$ cat config.mk
export PLATFORM = sky130hd
export DESIGN_NAME = json_message_framer_top_flat
export DESIGN_NICKNAME = d
export VERILOG_FILES = /design/src/rtl/core/jmf_pkg.sv /design/src/rtl/core/jmf_if.sv /design/src/rtl/core/jmf_front.sv /design/src/rtl/core/jmf_fifo.sv /design/src/rtl/core/jmf_back.sv /design/src/rtl/core/json_message_framer_top.sv /design/src/flat_wrapper.sv
export SDC_FILE = /design/constraint.sdc
export NUM_CORES = 1
export LEC_CHECK = 0
export ABC_AREA = 1
export BUFFER_PORTS_ARGS = -buffer_cell sky130_fd_sc_hd__buf_4
export CORE_AREA = 10 10 84 141
export DETAILED_ROUTE_END_ITERATION = 8
export DIE_AREA = 0 0 94 151
export HOLD_SLACK_MARGIN = 0.08
export PLACE_DENSITY = 0.64
export SLEW_MARGIN = 20
export SYNTH_ARGS = -nofsm -noshare
export SYNTH_HDL_FRONTEND = slang
export SYNTH_SLANG_ARGS = --single-unit
$ cat constraint.sdc
create_clock -name i_clk -period 4.45 [get_ports i_clk]
set_input_delay 0.6675 -clock i_clk [delete_from_list [all_inputs] [get_ports i_clk]]
set_output_delay 0.6675 -clock i_clk [all_outputs]
set_load 0.02 [all_outputs]
$ cat src/rtl/core/jmf_pkg.sv
// shared types and constants for the json message framer
// no dependencies
package jmf_pkg;

    localparam logic [7:0] CH_SPACE    = 8'h20;
    localparam logic [7:0] CH_TAB      = 8'h09;
    localparam logic [7:0] CH_CR       = 8'h0D;
    localparam logic [7:0] CH_LF       = 8'h0A;
    localparam logic [7:0] CH_LSQUARE  = 8'h5B;
    localparam logic [7:0] CH_RSQUARE  = 8'h5D;
    localparam logic [7:0] CH_LCURLY   = 8'h7B;
    localparam logic [7:0] CH_RCURLY   = 8'h7D;
    localparam logic [7:0] CH_BSLASH   = 8'h5C;
    localparam logic [7:0] CH_QUOTE    = 8'h22;

    localparam int QUEUE_DEPTH = 4;
    localparam int QPTR_W      = $clog2(QUEUE_DEPTH);
    localparam int QCNT_W      = $clog2(QUEUE_DEPTH + 1);

    typedef struct packed {
        logic [7:0] out_byte;
        logic       msg_first;
        logic       msg_last;
    } t_item;

    typedef struct packed {
        logic full;
        logic empty;
    } t_qstat;

    function automatic logic is_space(input logic [7:0] b);
        return b inside {CH_SPACE, CH_TAB, CH_CR, CH_LF};
    endfunction

endpackage

$ cat src/rtl/core/jmf_if.sv
// valid/ready channel interfaces for the framer input and output items
// no dependencies
interface jmf_in_if;
    logic       valid;
    logic       ready;
    logic [7:0] in_byte;
    logic       chunk_last;

    modport source (output valid, output in_byte, output chunk_last, input ready);
    modport sink   (input valid, input in_byte, input chunk_last, output ready);
endinterface

interface jmf_out_if;
    logic       valid;
    logic       ready;
    logic [7:0] out_byte;
    logic       msg_first;
    logic       msg_last;

    modport source (output valid, output out_byte, output msg_first, output msg_last,
                    input ready);
    modport sink   (input valid, input out_byte, input msg_first, input msg_last,
                    output ready);
endinterface

$ cat src/rtl/core/jmf_front.sv
// front end: accepts stream bytes, tracks message framing state, emits items
// depends on jmf_pkg and jmf_in_if
module jmf_front #(
    parameter int LEVEL_WIDTH = 16
) (
    input  logic          i_clk,
    input  logic          i_rst_n,
    jmf_in_if.sink        i_in,
    input  jmf_pkg::t_qstat i_qstat,
    output logic          o_push,
    output jmf_pkg::t_item o_item
);
    import jmf_pkg::*;

    logic                   r_in_message, n_in_message;
    logic                   r_brace_kind, n_brace_kind;
    logic [LEVEL_WIDTH-1:0] r_level, n_level;
    logic                   r_in_quote, n_in_quote;
    logic                   r_escape, n_escape;
    logic                   r_dropping, n_dropping;

    logic       w_accept;
    logic [7:0] w_byte;
    logic [7:0] w_opener;
    logic [7:0] w_closer;

    assign i_in.ready = !i_qstat.full;
    assign w_accept   = i_in.valid && !i_qstat.full;
    assign w_byte     = i_in.in_byte;
    assign w_opener   = r_brace_kind ? CH_LCURLY : CH_LSQUARE;
    assign w_closer   = r_brace_kind ? CH_RCURLY : CH_RSQUARE;

    always_comb begin
        n_in_message = r_in_message;
        n_brace_kind = r_brace_kind;
        n_level      = r_level;
        n_in_quote   = r_in_quote;
        n_escape     = r_escape;
        n_dropping   = r_dropping;
        o_push       = 1'b0;
        o_item       = '{out_byte: w_byte, msg_first: 1'b0, msg_last: 1'b0};
        if (w_accept) begin
            if (!r_in_message) begin
                if (r_dropping) begin
                    if (i_in.chunk_last) begin
                        n_dropping = 1'b0;
                    end
                end else if (is_space(w_byte)) begin
                    n_dropping = 1'b0;
                end else if (w_byte == CH_LSQUARE || w_byte == CH_LCURLY) begin
                    n_in_message     = 1'b1;
                    n_brace_kind     = (w_byte == CH_LCURLY);
                    n_level          = LEVEL_WIDTH'(1);
                    n_in_quote       = 1'b0;
                    n_escape         = 1'b0;
                    o_push           = 1'b1;
                    o_item.msg_first = 1'b1;
                end else begin
                    n_dropping = !i_in.chunk_last;
                end
            end else begin
                o_push = 1'b1;
                if (r_escape) begin
                    n_escape = 1'b0;
                end else if (w_byte == CH_BSLASH && r_in_quote) begin
                    n_escape = 1'b1;
                end else if (w_byte == CH_QUOTE) begin
                    n_in_quote = !r_in_quote;
                end else if (!r_in_quote) begin
                    if (w_byte == w_opener) begin
                        if (r_level != '1) begin
                            n_level = r_level + LEVEL_WIDTH'(1);
                        end
                    end else if (w_byte == w_closer) begin
                        if (r_level != '0) begin
                            n_level = r_level - LEVEL_WIDTH'(1);
                        end
                        if (n_level == '0) begin
                            o_item.msg_last = 1'b1;
                            n_in_message    = 1'b0;
                            n_in_quote      = 1'b0;
                            n_escape        = 1'b0;
                        end
                    end
                end
            end
        end
    end

    always_ff @(posedge i_clk) begin
        if (!i_rst_n) begin
            r_in_message <= 1'b0;
            r_brace_kind <= 1'b0;
            r_level      <= '0;
            r_in_quote   <= 1'b0;
            r_escape     <= 1'b0;
            r_dropping   <= 1'b0;
        end else begin
            r_in_message <= n_in_message;
            r_brace_kind <= n_brace_kind;
            r_level      <= n_level;
            r_in_quote   <= n_in_quote;
            r_escape     <= n_escape;
            r_dropping   <= n_dropping;
        end
    end

`ifndef NO_ASSERTIONS
    a_idle_clean: assert property (@(posedge i_clk) disable iff (!i_rst_n)
        !r_in_message |-> (!r_in_quote && !r_escape))
        else $error("string state left set outside a message");
    a_level_live: assert property (@(posedge i_clk) disable iff (!i_rst_n)
        r_in_message |-> (r_level != '0))
        else $error("open message with zero nesting level");
    a_drop_seek: assert property (@(posedge i_clk) disable iff (!i_rst_n)
        r_dropping |-> !r_in_message)
        else $error("discarding while inside a message");
    a_last_closes: assert property (@(posedge i_clk) disable iff (!i_rst_n)
        (o_push && o_item.msg_last) |=> !r_in_message)
        else $error("message end item without leaving the message");
`endif

endmodule

$ cat src/rtl/core/jmf_fifo.sv
// short item queue between the framing front end and the output stage
// depends on jmf_pkg
module jmf_fifo (
    input  logic            i_clk,
    input  logic            i_rst_n,
    input  logic            i_push,
    input  jmf_pkg::t_item  i_item,
    input  logic            i_pop,
    output jmf_pkg::t_item  o_item,
    output jmf_pkg::t_qstat o_qstat
);
    import jmf_pkg::*;

    t_item              r_mem [QUEUE_DEPTH];
    logic [QPTR_W-1:0]  r_wr_ptr;
    logic [QPTR_W-1:0]  r_rd_ptr;
    logic [QCNT_W-1:0]  r_count;

    assign o_item        = r_mem[r_rd_ptr];
    assign o_qstat.full  = (r_count == QCNT_W'(QUEUE_DEPTH));
    assign o_qstat.empty = (r_count == '0);

    always_ff @(posedge i_clk) begin
        if (i_push) begin
            r_mem[r_wr_ptr] <= i_item;
        end
    end

    always_ff @(posedge i_clk) begin
        if (!i_rst_n) begin
            r_wr_ptr <= '0;
            r_rd_ptr <= '0;
            r_count  <= '0;
        end else begin
            if (i_push) begin
                r_wr_ptr <= r_wr_ptr + QPTR_W'(1);
            end
            if (i_pop) begin
                r_rd_ptr <= r_rd_ptr + QPTR_W'(1);
            end
            case ({i_push, i_pop})
                2'b10:   r_count <= r_count + QCNT_W'(1);
                2'b01:   r_count <= r_count - QCNT_W'(1);
                default: r_count <= r_count;
            endcase
        end
    end

endmodule

$ cat src/rtl/core/jmf_back.sv
// back end: drains the item queue into the registered output channel
// depends on jmf_pkg and jmf_out_if
module jmf_back (
    input  logic            i_clk,
    input  logic            i_rst_n,
    input  jmf_pkg::t_item  i_item,
    input  jmf_pkg::t_qstat i_qstat,
    output logic            o_pop,
    jmf_out_if.source       o_out
);
    import jmf_pkg::*;

    logic  r_valid;
    t_item r_data;

    assign o_pop = !i_qstat.empty && (!r_valid || o_out.ready);

    assign o_out.valid     = r_valid;
    assign o_out.out_byte  = r_data.out_byte;
    assign o_out.msg_first = r_data.msg_first;
    assign o_out.msg_last  = r_data.msg_last;

    always_ff @(posedge i_clk) begin
        if (o_pop) begin
            r_data <= i_item;
        end
    end

    always_ff @(posedge i_clk) begin
        if (!i_rst_n) begin
            r_valid <= 1'b0;
        end else if (o_pop) begin
            r_valid <= 1'b1;
        end else if (o_out.ready) begin
            r_valid <= 1'b0;
        end
    end

endmodule

$ cat src/rtl/core/json_message_framer_top.sv
// json message framer top level: front end, item queue, output stage
// depends on jmf_pkg, jmf_if, jmf_front, jmf_fifo, jmf_back
// path: an accepted byte's item is written into the queue, then into the output register
// throughput: one byte per cycle; input ready drops only when the 4-entry queue is full
// reset: synchronous active low, clears framing state, queue pointers and output valid
module json_message_framer_top #(
    parameter int LEVEL_WIDTH = 16
) (
    input  logic      i_clk,
    input  logic      i_rst_n,
    jmf_in_if.sink    i_in,
    jmf_out_if.source o_out
);
    import jmf_pkg::*;

    logic   w_push;
    logic   w_pop;
    t_item  w_push_item;
    t_item  w_head_item;
    t_qstat w_qstat;

    jmf_front #(
        .LEVEL_WIDTH(LEVEL_WIDTH)
    ) u_front (
        .i_clk   (i_clk),
        .i_rst_n (i_rst_n),
        .i_in    (i_in),
        .i_qstat (w_qstat),
        .o_push  (w_push),
        .o_item  (w_push_item)
    );

    jmf_fifo u_fifo (
        .i_clk   (i_clk),
        .i_rst_n (i_rst_n),
        .i_push  (w_push),
        .i_item  (w_push_item),
        .i_pop   (w_pop),
        .o_item  (w_head_item),
        .o_qstat (w_qstat)
    );

    jmf_back u_back (
        .i_clk   (i_clk),
        .i_rst_n (i_rst_n),
        .i_item  (w_head_item),
        .i_qstat (w_qstat),
        .o_pop   (w_pop),
        .o_out   (o_out)
    );

endmodule
$ cat src/flat_wrapper.sv
// flat-port wrapper written by rule: the top's interface ports become plain ports
module json_message_framer_top_flat import jmf_pkg::*;
#(
    parameter int LEVEL_WIDTH = 16
)
  (i_clk, i_rst_n, i_in_valid, i_in_in_byte, i_in_chunk_last, i_in_ready, o_out_valid, o_out_out_byte, o_out_msg_first, o_out_msg_last, o_out_ready);
  jmf_in_if i_in_i ();
  jmf_out_if o_out_i ();
  input  logic i_clk;
  input  logic i_rst_n;
  input wire logic [$bits(i_in_i.valid)-1:0] i_in_valid;
  input wire logic [$bits(i_in_i.in_byte)-1:0] i_in_in_byte;
  input wire logic [$bits(i_in_i.chunk_last)-1:0] i_in_chunk_last;
  output wire logic [$bits(i_in_i.ready)-1:0] i_in_ready;
  output wire logic [$bits(o_out_i.valid)-1:0] o_out_valid;
  output wire logic [$bits(o_out_i.out_byte)-1:0] o_out_out_byte;
  output wire logic [$bits(o_out_i.msg_first)-1:0] o_out_msg_first;
  output wire logic [$bits(o_out_i.msg_last)-1:0] o_out_msg_last;
  input wire logic [$bits(o_out_i.ready)-1:0] o_out_ready;
  assign i_in_i.valid = i_in_valid;
  assign i_in_i.in_byte = i_in_in_byte;
  assign i_in_i.chunk_last = i_in_chunk_last;
  assign i_in_ready = i_in_i.ready;
  assign o_out_valid = o_out_i.valid;
  assign o_out_out_byte = o_out_i.out_byte;
  assign o_out_msg_first = o_out_i.msg_first;
  assign o_out_msg_last = o_out_i.msg_last;
  assign o_out_i.ready = o_out_ready;
  json_message_framer_top #(.LEVEL_WIDTH(LEVEL_WIDTH)) u_core (.i_clk(i_clk), .i_rst_n(i_rst_n), .i_in(i_in_i), .o_out(o_out_i));
endmodule
==> metrics.txt, run 1 <==
status=completed; Synth cell types=36; Reg clk slew, reported paths=60 ps; Hold Crit Class=reg2reg; main flop type after synthesis=edfxtp_1; Die ar.=14,200 µm²; flops & latches, synth=79; Power Density=408 nW/µm²; CP max FO=22; GPL Wtd Cong=1.01; setup violators final=0; Post-Syn Area=4650 µm²; yosys warns=0; TritonCTS clock tree=built; Setup crit start kind=register; Total GRT Usage=17.0%; Die X-Extent=94 µm; Setup crit end kind=register; Inserted Clock Buffers=9; synthesized net count=624; remaining global-route overflow=0; largest net degree at the start of global routing=25; Yosys top cell by area=edfxtp_1; PostCTS Resize Cnt=0; residual DRC count=0; Final Hold Viols=0; top-area cell type share of the netlist area=32.3%; # diodes=0; register area share after synthesis=44.8%; setup TNS=0 ps; HPWL reported at the end of detailed placement=9030 µm; root buf cell=clkbuf_16; die height=151 µm; skew final=6.28 ps; I/O pin total=25; syn_area_per_cell=7.73 µm²; Fillers=922; effective utilization at floorplan=49.4%; Fmax=343 MHz; Max Cap Violations=0; EDFF count, synth=50; CTS max path bufs=2; final-stage net count=638; Hold Buf Count CTS=0; global-route wire length before repair=18,800 µm; vias in the first global route=3,915; peak supply drop=0.000328 V; Post-CTS Repair Setup Buffers=0; worst relative slew slack=40.6%; ys async rst share=0%; clock latency on the worst-skew pair=330 ps; CP Class=reg2reg; Worst Path Arrival=2870 ps; core area=9410 µm²; number of port buffers=24; Placed Area=4860 µm²; Worst-Margin Slew=890 ps; Final ANT Viol Nets=0; first-pass iteration count of the detailed router=5; post-layout min period=2910 ps; Avg Vias per Cell=5.35; initial antenna violation count=0; Leak=2.11 nW; Clock Sinks=79; Final Cell Area=5140 µm²; site row count=47; Routed WL=11,600 µm; Area contributors post-synth=edfxtp_1 32%, nand2_1 13%, dfxtp_1 12%; via count=3,978; fin. max-slew vios=0; share of cells above drive strength 1=13.7%; Area Growth Syn to Fin=10.6%; RSZ-0062 raised after global routing=no; H-tree Lvls=3; WP data required=4410 ps; Tcrit/Tclk final=65.4%; Wirelength per Cell=15.6 µm; initial DRC count=193; Mapped Cells=602
-- layout by cell type (no fill, tap or decap), types with 2 or more instances in the layout --
cell       Yosys  layout
inv_2          5       5
clkbuf_16      0       9
clkinv_2       0       2
dfxtp_1       29      29
o21ai_0       39      39
nor3_1         3       3
inv_1         58      58
xor2_1        12      12
edfxtp_1      50      50
nor2_1        80      80
nor4_1         2       2
clkbuf_8       0       2
o22ai_1       10      10
a21oi_2       11      11
nand3_2        2       2
ha_1           8       8
nor2_4         8       8
nand3_1       40      40
nand2_2        7       7
a21oi_1       30      30
nand2_1      160     160
buf_4          2      26
nor2_2         7       7
nand4_1        6       6
-- state kept, by name (all words and copies together), names as in the netlist --
| name | flops |
|---|---|
| u_core.u_back.o_out.out_byte | 8 |
| u_core.u_fifo.r_rd_ptr | 2 |
| u_core.u_fifo.r_count | 3 |
| u_core.u_fifo.r_mem | 40 |
| u_core.u_front.r_brace_kind | 1 |
| u_core.u_back.o_out.msg_first | 1 |
| u_core.u_back.o_out.valid | 1 |
| u_core.u_front.r_escape | 1 |
| u_core.u_front.r_in_quote | 1 |
| u_core.u_front.r_dropping | 1 |
| u_core.u_back.o_out.msg_last | 1 |
| u_core.u_front.r_level | 16 |
| u_core.u_front.r_in_message | 1 |
| u_core.u_fifo.r_wr_ptr | 2 |
-- worst max-delay path, stage by stage, from the launching register on --
cell	delay [ps]
dfxtp_1	900
inv_1	350
a21oi_2	290
nand2_1	250
nor2_1	740
-- where the power goes --
| part | switching (W) | total (W) | leakage (nW) | internal (W) |
|---|---|---|---|---|
| registers | 0.0000336 | 0.000913 | 0.708 | 0.000879 |
| logic | 0.000313 | 0.000486 | 1.26 | 0.000173 |
| clock network | 0.000290 | 0.000700 | 0.143 | 0.000409 |
-- cell type report --
class                      count  area [µm²]  area share (%)
clock buffer                  12         256            4.99
clock inverter                 4        27.5           0.535
inverter                      63         236            4.60
multi-input combinational    437        2190            42.6
sequential                    79        2080            40.5
tap                          122         153            2.97
timing repair buffer          26         195            3.80
-- metal layers --
metal | global-route usage (%) | part of all wire [%] | vias up
met4 | 12.4 | 5.9 | 0
met2 | 32.7 | 56 | 108
met1 | 14.7 | 34 | 1837
met3 | 3.57 | 3.9 | 40
met5 | 0 | 0 | -
li1 | - | - | 1993
-- metrics by stage --
| stage | worst slack, ps | power, W | utilization, % | instances | hold WS [ps] |
|---|---|---|---|---|---|
| 6_report | 1540 | 0.00210 | 54.7 | 743 | 492 |
| 3_3_place_gp | 1620 | 0.00141 | 51.6 | 727 | 467 |
| 5_1_grt | 1320 | 0.00222 | 54.7 | 743 | 507 |
| 3_5_place_dp | 1530 | 0.00142 | 51.6 | 727 | 478 |
| 4_1_cts | 1520 | 0.00212 | 54.7 | 743 | 489 |
| 2_1_floorplan | 1820 | 0.00124 | - | 602 | 444 |
-- synthesized netlist by cell type (3+ instances only) --
| library cell | n |
|---|---|
| buf_6 | 5 |
| ha_1 | 8 |
| nor2_4 | 8 |
| edfxtp_1 | 50 |
| nand4_1 | 6 |
| nor3_1 | 3 |
| clkbuf_1 | 9 |
| a21oi_1 | 30 |
| o21ai_0 | 39 |
| inv_2 | 5 |
| a21oi_2 | 11 |
| buf_2 | 7 |
| dfxtp_1 | 29 |
| nand2_2 | 7 |
| xor2_1 | 12 |
| nand2_1 | 160 |
| nand3_1 | 40 |
| nor2_2 | 7 |
| o22ai_1 | 10 |
| nor2_1 | 80 |
| inv_1 | 58 |
-- logic make-up after synthesis --
| logic type | Yosys count | synth area share, % |
|---|---|---|
| AOI/OAI and AO/OA | 94 | 11.5 |
| xor gates and xnor gates | 13 | 2.45 |
| adders and majority gates | 9 | 2.58 |
| buffers and inverters | 86 | 8.10 |
| DFF | 79 | 44.8 |
| and+or+nand+nor | 321 | 30.6 |
-- path summary, 6_finish.rpt --
check / start / to / slack [ps] / depth (start not counted)
hold / removal: u_core.u_fifo.r_count[2]$_SDFFE_PN0P_ / u_core.u_fifo.r_count[2]$_SDFFE_PN0P_ / 490 / 2
setup reg to reg: u_core.u_front.r_in_message$_SDFFE_PN0P_ / u_core.u_fifo.r_mem[3][9]$_DFFE_PP_ / 1540 / 4
hold reg to reg: u_core.u_fifo.r_count[2]$_SDFFE_PN0P_ / u_core.u_fifo.r_count[2]$_SDFFE_PN0P_ / 490 / 2
setup / recovery: u_core.u_front.r_in_message$_SDFFE_PN0P_ / u_core.u_fifo.r_mem[3][9]$_DFFE_PP_ / 1540 / 4
No activity file was read; power rests on OpenSTA's default activity.
==> inputs of run 2 (changes only) <==
- clock period: 4.45 -> 2.9 ns (I/O delays scaled with it)
==> run 2 against run 1 <==
First-iteration DRC count down 10%. Clock skew up 6.0 ps. Global-route usage up 0.11 points. Sequential share of layout area down 0.48 points. Clock-buffer cell count unchanged. Combinational power up 60%. Clock power up 54%. Non-clock buffer count up 8. Largest power group unchanged. Highest routed layer unchanged.
==> metrics.txt, run 2 (synthesis results as in run 1) <==
status=completed (unchanged); Power Density=624 nW/µm² (was 408 nW/µm²); Most flops, register=u_core.u_fifo.r_mem (unchanged); Tcrit/Tclk final=72.8% (was 65.4%); Final ANT Viol Nets=0 (unchanged); number of port buffers=24 (unchanged); GPL Wtd Cong=0.902 (was 1.01); Reg clk slew, reported paths=60 ps (about the same); largest net degree at the start of global routing=25 (unchanged); final-stage net count=646 (was 638); root buf cell=clkbuf_16 (unchanged); worst relative slew slack=51.4% (was 40.6%); Inserted Clock Buffers=9 (unchanged); Final Hold Viols=0 (unchanged); Max Cap Violations=0 (unchanged); Crit path max-delay family=compound AO/OA/AOI/OAI gates (was simple AND/OR/NAND/NOR gates); Cell Chain, Critical Path=nor2_1 > nand2_1 > nand2_1 > a21oi_2 > nand2_1 > ha_1 > inv_1 > fa_1 > a21oi_1 > o21ai_0 > o21ai_0 > a21oi_1 (was inv_1 > a21oi_2 > nand2_1 > nor2_1); Wirelength per Cell=15.5 µm (was 15.6 µm); # diodes=0 (unchanged); Post-Place Cells=735 (was 727); share of cells above drive strength 1=14.6% (was 13.7%); effective utilization at floorplan=49.4% (unchanged); max reg flops=40 (unchanged); Worst-Margin Slew=728 ps (was 890 ps); Worst Path Arrival=2330 ps (was 2870 ps); Hold Crit Class=in2reg (was reg2reg); vias in the first global route=3,961 (was 3,915); sum of buffers and inverters on the critical path=1 (unchanged); via count=3,967 (was 3,978); H-tree Lvls=3 (unchanged); setup TNS=0 ps (unchanged); non-filler cells, final=751 (was 743); post-layout min period=2110 ps (was 2910 ps); peak supply drop=0.000408 V (was 0.000328 V); RSZ-0062 raised after global routing=no (unchanged); clock latency on the worst-skew pair=340 ps (was 330 ps); utilization after layout=55.3% (was 54.7%); Leak=2.15 nW (was 2.11 nW); CP max stage delay=370 ps (was 900 ps); residual DRC count=0 (unchanged); remaining global-route overflow=0 (unchanged); commonest non-fill, non-tap cell in the layout=nand2_1 (unchanged); setup violators final=0 (unchanged); CP Class=reg2reg (unchanged); Die ar.=14,200 µm² (unchanged); commonest non-fill, non-tap cells in the layout=160 x nand2_1, 80 x nor2_1, 58 x inv_1 (unchanged); Hold Buf Count CTS=0 (unchanged); CTS max path bufs=2 (unchanged); CP max FO=4 (was 22); Setup crit end kind=register (unchanged); most used cell, CP=nand2_1; Max stage delay cell, worst path=fa_1 (was dfxtp_1); Routed WL=11,600 µm (about the same); multi-input logic area=2190 µm² (unchanged); I/O pin total=25 (unchanged); site row count=47 (unchanged); global-route wire length before repair=18,900 µm (was 18,800 µm); Die X-Extent=94 µm (unchanged); initial antenna violation count=0 (unchanged); Fmax=474 MHz (was 343 MHz); initial DRC count=173 (was 193); first-pass iteration count of the detailed router=4 (was 5); sequential cell area=2080 µm² (unchanged); WP data required=3120 ps (was 4410 ps); HPWL reported at the end of detailed placement=8900 µm (was 9030 µm); Area Growth Syn to Fin=11.9% (was 10.6%); Post-CTS Repair Setup Buffers=0 (unchanged); core area=9410 µm² (unchanged); fin. max-slew vios=0 (unchanged); Total GRT Usage=17.1% (was 17.0%); PostCTS Resize Cnt=0 (unchanged); Clock Sinks=79 (unchanged); skew final=12.2 ps (was 6.28 ps); Fillers=909 (was 922); TritonCTS clock tree=built (unchanged); Avg Vias per Cell=5.28 (was 5.35); Setup crit start kind=register (unchanged); die height=151 µm (unchanged)
-- run 2: changes by cell type in the layout (fill, tap and decap cells not counted) --
cell / before / now
clkinvlp_4: 0 / 1
clkinv_2: 2 / 1
clkbuf_16: 9 / 10
clkbuf_1: 1 / 2
clkinv_4: 1 / 0
buf_4: 26 / 34
inv_4: 0 / 1
clkbuf_8: 2 / 0
-- run 2: report_power, final --
| part | internal (W) | leakage, nW | switching, W | total, W |
|---|---|---|---|---|
| Clock | 0.000634 | 0.139 | 0.000444 | 0.00108 |
| Sequential | 0.00135 | 0.708 | 0.0000395 | 0.00139 |
| Combinational | 0.000271 | 1.30 | 0.000507 | 0.000779 |
-- run 2: routing by layer --
metal / global-route usage, % / vias to the layer above / wire (µm)
met5: 0 / - / 0
met4: 13.1 / 0 / 728
met3: 3.62 / 45 / 422
met2: 32.1 / 87 / 6390
met1: 15.3 / 1825 / 4080
li1: - / 2010 / -
-- run 2: layout make-up --
cell class | instances | share of cell area [%]
multi-input combinational | 437 | 42.1
tap | 122 | 2.93
inverter | 63 | 4.54
clock buffer | 12 | 4.95
clock inverter | 4 | 0.529
sequential | 79 | 40.0
timing repair buffer | 34 | 4.91
-- run 2: worst paths after layout --
kind                                                       startpoint  cells after the start  slack [ps]                                     end
worst max-delay path            u_core.u_fifo.r_count[0]$_SDFFE_PN0P_                     12         790   u_core.u_fifo.r_count[2]$_SDFFE_PN0P_
worst min-delay path                                  i_in_chunk_last                      2         290  u_core.u_front.r_dropping$_SDFFE_PN0P_
worst max register to register  u_core.u_fifo.r_count[0]$_SDFFE_PN0P_                     12         790   u_core.u_fifo.r_count[2]$_SDFFE_PN0P_
worst min register to register  u_core.u_fifo.r_count[0]$_SDFFE_PN0P_                      1         490   u_core.u_fifo.r_count[0]$_SDFFE_PN0P_
-- run 2: metrics by stage --
| stage | hold WS (ps) | power, W | instance area (µm²) | worst slack (ps) |
|---|---|---|---|---|
| after global placement | 460 | 0.00219 | 4920 | 701 |
| after floorplan | 444 | 0.00191 | 4650 | 503 |
| after CTS | 288 | 0.00328 | 5200 | 786 |
| after global routing | 293 | 0.00342 | 5200 | 579 |
| after detailed placement | 469 | 0.00220 | 4920 | 709 |
| final | 289 | 0.00325 | 5200 | 789 |
==> inputs of run 3 (changes only) <==
- PLACE_DENSITY: 0.64 -> 0.67
- clock period: 2.9 -> 1.8 ns (I/O delays scaled with it)
==> run 3 against run 2 <==
The flow now finishes with violations (setup timing). Total power increased by 74%. Non-clock buffer count increased by 80. Fmax increased by 10%. Sequential share of layout area decreased by 6.1 points. Clock skew decreased by 5.7 ps. Clock power increased by 69%. Utilization increased by 11 points. Flip-flop and latch count unchanged. Critical path type unchanged.
==> metrics.txt, run 3 (synthesis results as in run 1) <==
status=finished, violations left (was completed); failing checks=setup timing; Most flops, register=u_core.u_fifo.r_mem (unchanged); Cell Chain, Critical Path=nor2_4 > nand2_4 > nand2_4 > a21oi_4 > nand2_4 > ha_4 > inv_2 > fa_2 > a21oi_2 > o21ai_2 > o21ai_2 > a21oi_2 (was nor2_1 > nand2_1 > nand2_1 > a21oi_2 > nand2_1 > ha_1 > inv_1 > fa_1 > a21oi_1 > o21ai_0 > o21ai_0 > a21oi_1); Max stage delay cell, worst path=fa_2 (was fa_1); effective utilization at floorplan=49.4% (unchanged); Hold Crit Depth=2 (unchanged); Final Hold Viols=0 (unchanged); CP max stage delay=370 ps (about the same); site row count=47 (unchanged); number of port buffers=24 (unchanged); largest net degree at the start of global routing=24 (was 25); Wirelength per Cell=16.4 µm (was 15.5 µm); fin. max-slew vios=0 (unchanged); commonest non-fill, non-tap cell in the layout=nand2_1 (unchanged); post-layout min period=1910 ps (was 2110 ps); core area=9410 µm² (unchanged); Inserted Clock Buffers=9 (unchanged); HPWL reported at the end of detailed placement=9930 µm (was 8900 µm); I/O pin total=25 (unchanged); setup slack after layout=-112 ps (was 789 ps); skew final=6.50 ps (was 12.2 ps); Sw Share=31.4% (was 30.5%); vias in the first global route=4,432 (was 3,961); Total GRT Usage=19.2% (was 17.1%); residual DRC count=0 (unchanged); Worst Path Arrival=2140 ps (was 2330 ps); Die X-Extent=94 µm (unchanged); Setup crit end kind=register (unchanged); commonest non-fill, non-tap cells in the layout=147 x nand2_1, 106 x buf_4, 62 x nor2_1 (was 160 x nand2_1, 80 x nor2_1, 58 x inv_1); peak supply drop=0.000661 V (was 0.000408 V); Hold Crit Endpoint=u_core.u_front.r_dropping$_SDFFE_PN0P_ (unchanged); Sequential Power Share=40.1% (was 42.8%); Psw=0.00177 W (was 0.000991 W); Crit path max-delay family=compound AO/OA/AOI/OAI gates (unchanged); Clock Sinks=79 (unchanged); Max Cap Violations=0 (unchanged); Tcrit/Tclk final=106% (was 72.8%); Worst-Margin Slew=592 ps (was 728 ps); die height=151 µm (unchanged); Leak=2.65 nW (was 2.15 nW); most used cell, CP=nand2_4 (was nand2_1); GPL Wtd Cong=0.994 (was 0.902); Routed WL=13,600 µm (was 11,600 µm); Reg clk slew, reported paths=60 ps (about the same); Internal=0.00386 W (was 0.00225 W); Tot Pwr=0.00563 W (was 0.00325 W); initial DRC count=277 (was 173); first-pass iteration count of the detailed router=4 (unchanged); Final ANT Viol Nets=0 (unchanged); R2R setup slack=-110 ps (was 790 ps); max reg flops=40 (unchanged); TritonCTS clock tree=built (unchanged); Clk network pwr share=32.3% (was 33.2%); Die ar.=14,200 µm² (unchanged); Post-Place Cells=806 (was 735); root buf cell=clkbuf_16 (unchanged); via count=4,459 (was 3,967); sum of buffers and inverters on the critical path=1 (unchanged); Fmax=523 MHz (was 474 MHz); initial antenna violation count=0 (unchanged); reg-to-reg startpoint=u_core.u_fifo.r_count[1]$_SDFFE_PN0P_ (was u_core.u_fifo.r_count[0]$_SDFFE_PN0P_); H-tree Lvls=3 (unchanged); CP Class=reg2reg (unchanged); Area Growth Syn to Fin=33.8% (was 11.9%); setup violators final=1 (was 0); Avg Vias per Cell=5.37 (was 5.28); HP Start=i_in_chunk_last (unchanged); clock latency on the worst-skew pair=340 ps (about the same); non-filler cells, final=831 (was 751); RSZ-0062 raised after global routing=yes (was no); final-stage net count=726 (was 646); # diodes=0 (unchanged); DP Worst Slack=-206 ps (was 709 ps); worst relative slew slack=60.5% (was 51.4%); CP max FO=3 (was 4); CTS max path bufs=2 (unchanged); Hold Crit Class=in2reg (unchanged); Power Density=905 nW/µm² (was 624 nW/µm²); global-route wire length before repair=21,200 µm (was 18,900 µm); remaining global-route overflow=0 (unchanged); r2r endpoint=u_core.u_fifo.r_count[2]$_SDFFE_PN0P_ (unchanged); combinational fraction of design power=27.6% (was 24.0%); Min Hold Slack=120 ps (was 289 ps); share of cells above drive strength 1=33.1% (was 14.6%); Setup crit start kind=register (unchanged); WP data required=2020 ps (was 3120 ps); R2R cell count=12 (unchanged)
## run 3: cell types whose count changed in the layout (fill, tap and decap cells not counted), moves of 9 or more
cell,previous run,this run
buf_4,34,106
nand2_1,160,147
dfxtp_2,0,9
dfxtp_1,29,16
nor2_4,8,22
nor2_1,80,62
## run 3: metal layers
metal / GRT usage (%) / wire [µm] / vias up
li1: - / - / 2171
met1: 17.2 / 4490 / 2099
met2: 37.2 / 7610 / 124
met3: 3.32 / 468 / 65
met4: 13.1 / 1030 / 0
met5: 0 / 0 / -
## run 3: worst max path at each step
stage	to	depth (start not counted)	from	slack, ps
2_1_floorplan	u_core.u_fifo.r_count[2]$_SDFFE_PN0P_	12	u_core.u_fifo.r_count[1]$_SDFFE_PN0P_	-40
3_3_place_gp	u_core.u_front.r_in_message$_SDFFE_PN0P_	11	u_core.u_front.r_level[4]$_SDFFE_PN0P_	-180
3_5_place_dp	u_core.u_front.r_level[3]$_SDFFE_PN0P_	10	i_in_in_byte[6]	-210
4_1_cts	u_core.u_fifo.r_count[2]$_SDFFE_PN0P_	12	u_core.u_fifo.r_count[0]$_SDFFE_PN0P_	2
5_1_grt	u_core.u_fifo.r_count[2]$_SDFFE_PN0P_	12	u_core.u_fifo.r_count[1]$_SDFFE_PN0P_	-230
6_report	u_core.u_fifo.r_count[2]$_SDFFE_PN0P_	12	u_core.u_fifo.r_count[1]$_SDFFE_PN0P_	-110
## run 3: final cells by class
cell class                 count  area, µm²
tap                          122        153
fill                         798       3180
timing repair buffer         114        917
clock buffer                   9        225
clock inverter                 7       72.6
multi-input combinational    437       2500
inverter                      63        244
sequential                    79       2110
## run 3: power by group through the flow
stage,Combinational (W),Clock (W),Sequential (W)
after floorplan,0.000716,0,0.00247
after global placement,0.00142,0,0.00230
after detailed placement,0.00147,0,0.00230
after CTS,0.00152,0.00184,0.00226
after global routing,0.00173,0.00194,0.00228
final,0.00156,0.00182,0.00226
## run 3: repair_timing
item	4_1_cts	5_1_grt
gates resized for setup	21	65
setup buffers	2	6
hold buffers	0	0
endpoints found under the setup margin	19	21
hold endpoints to repair	0	0
pin swaps	11	26
cloned	0	1
## run 3: through the flow
stage | util, % | instance area, µm² | setup TNS [ps]
floorplan | - | 4720 | -35.2
global placement | 58.8 | 5530 | -2550
detailed placement | 58.8 | 5530 | -3010
CTS | 62.8 | 5900 | 0
global route | 66.2 | 6220 | -454
finish | 66.2 | 6220 | -112
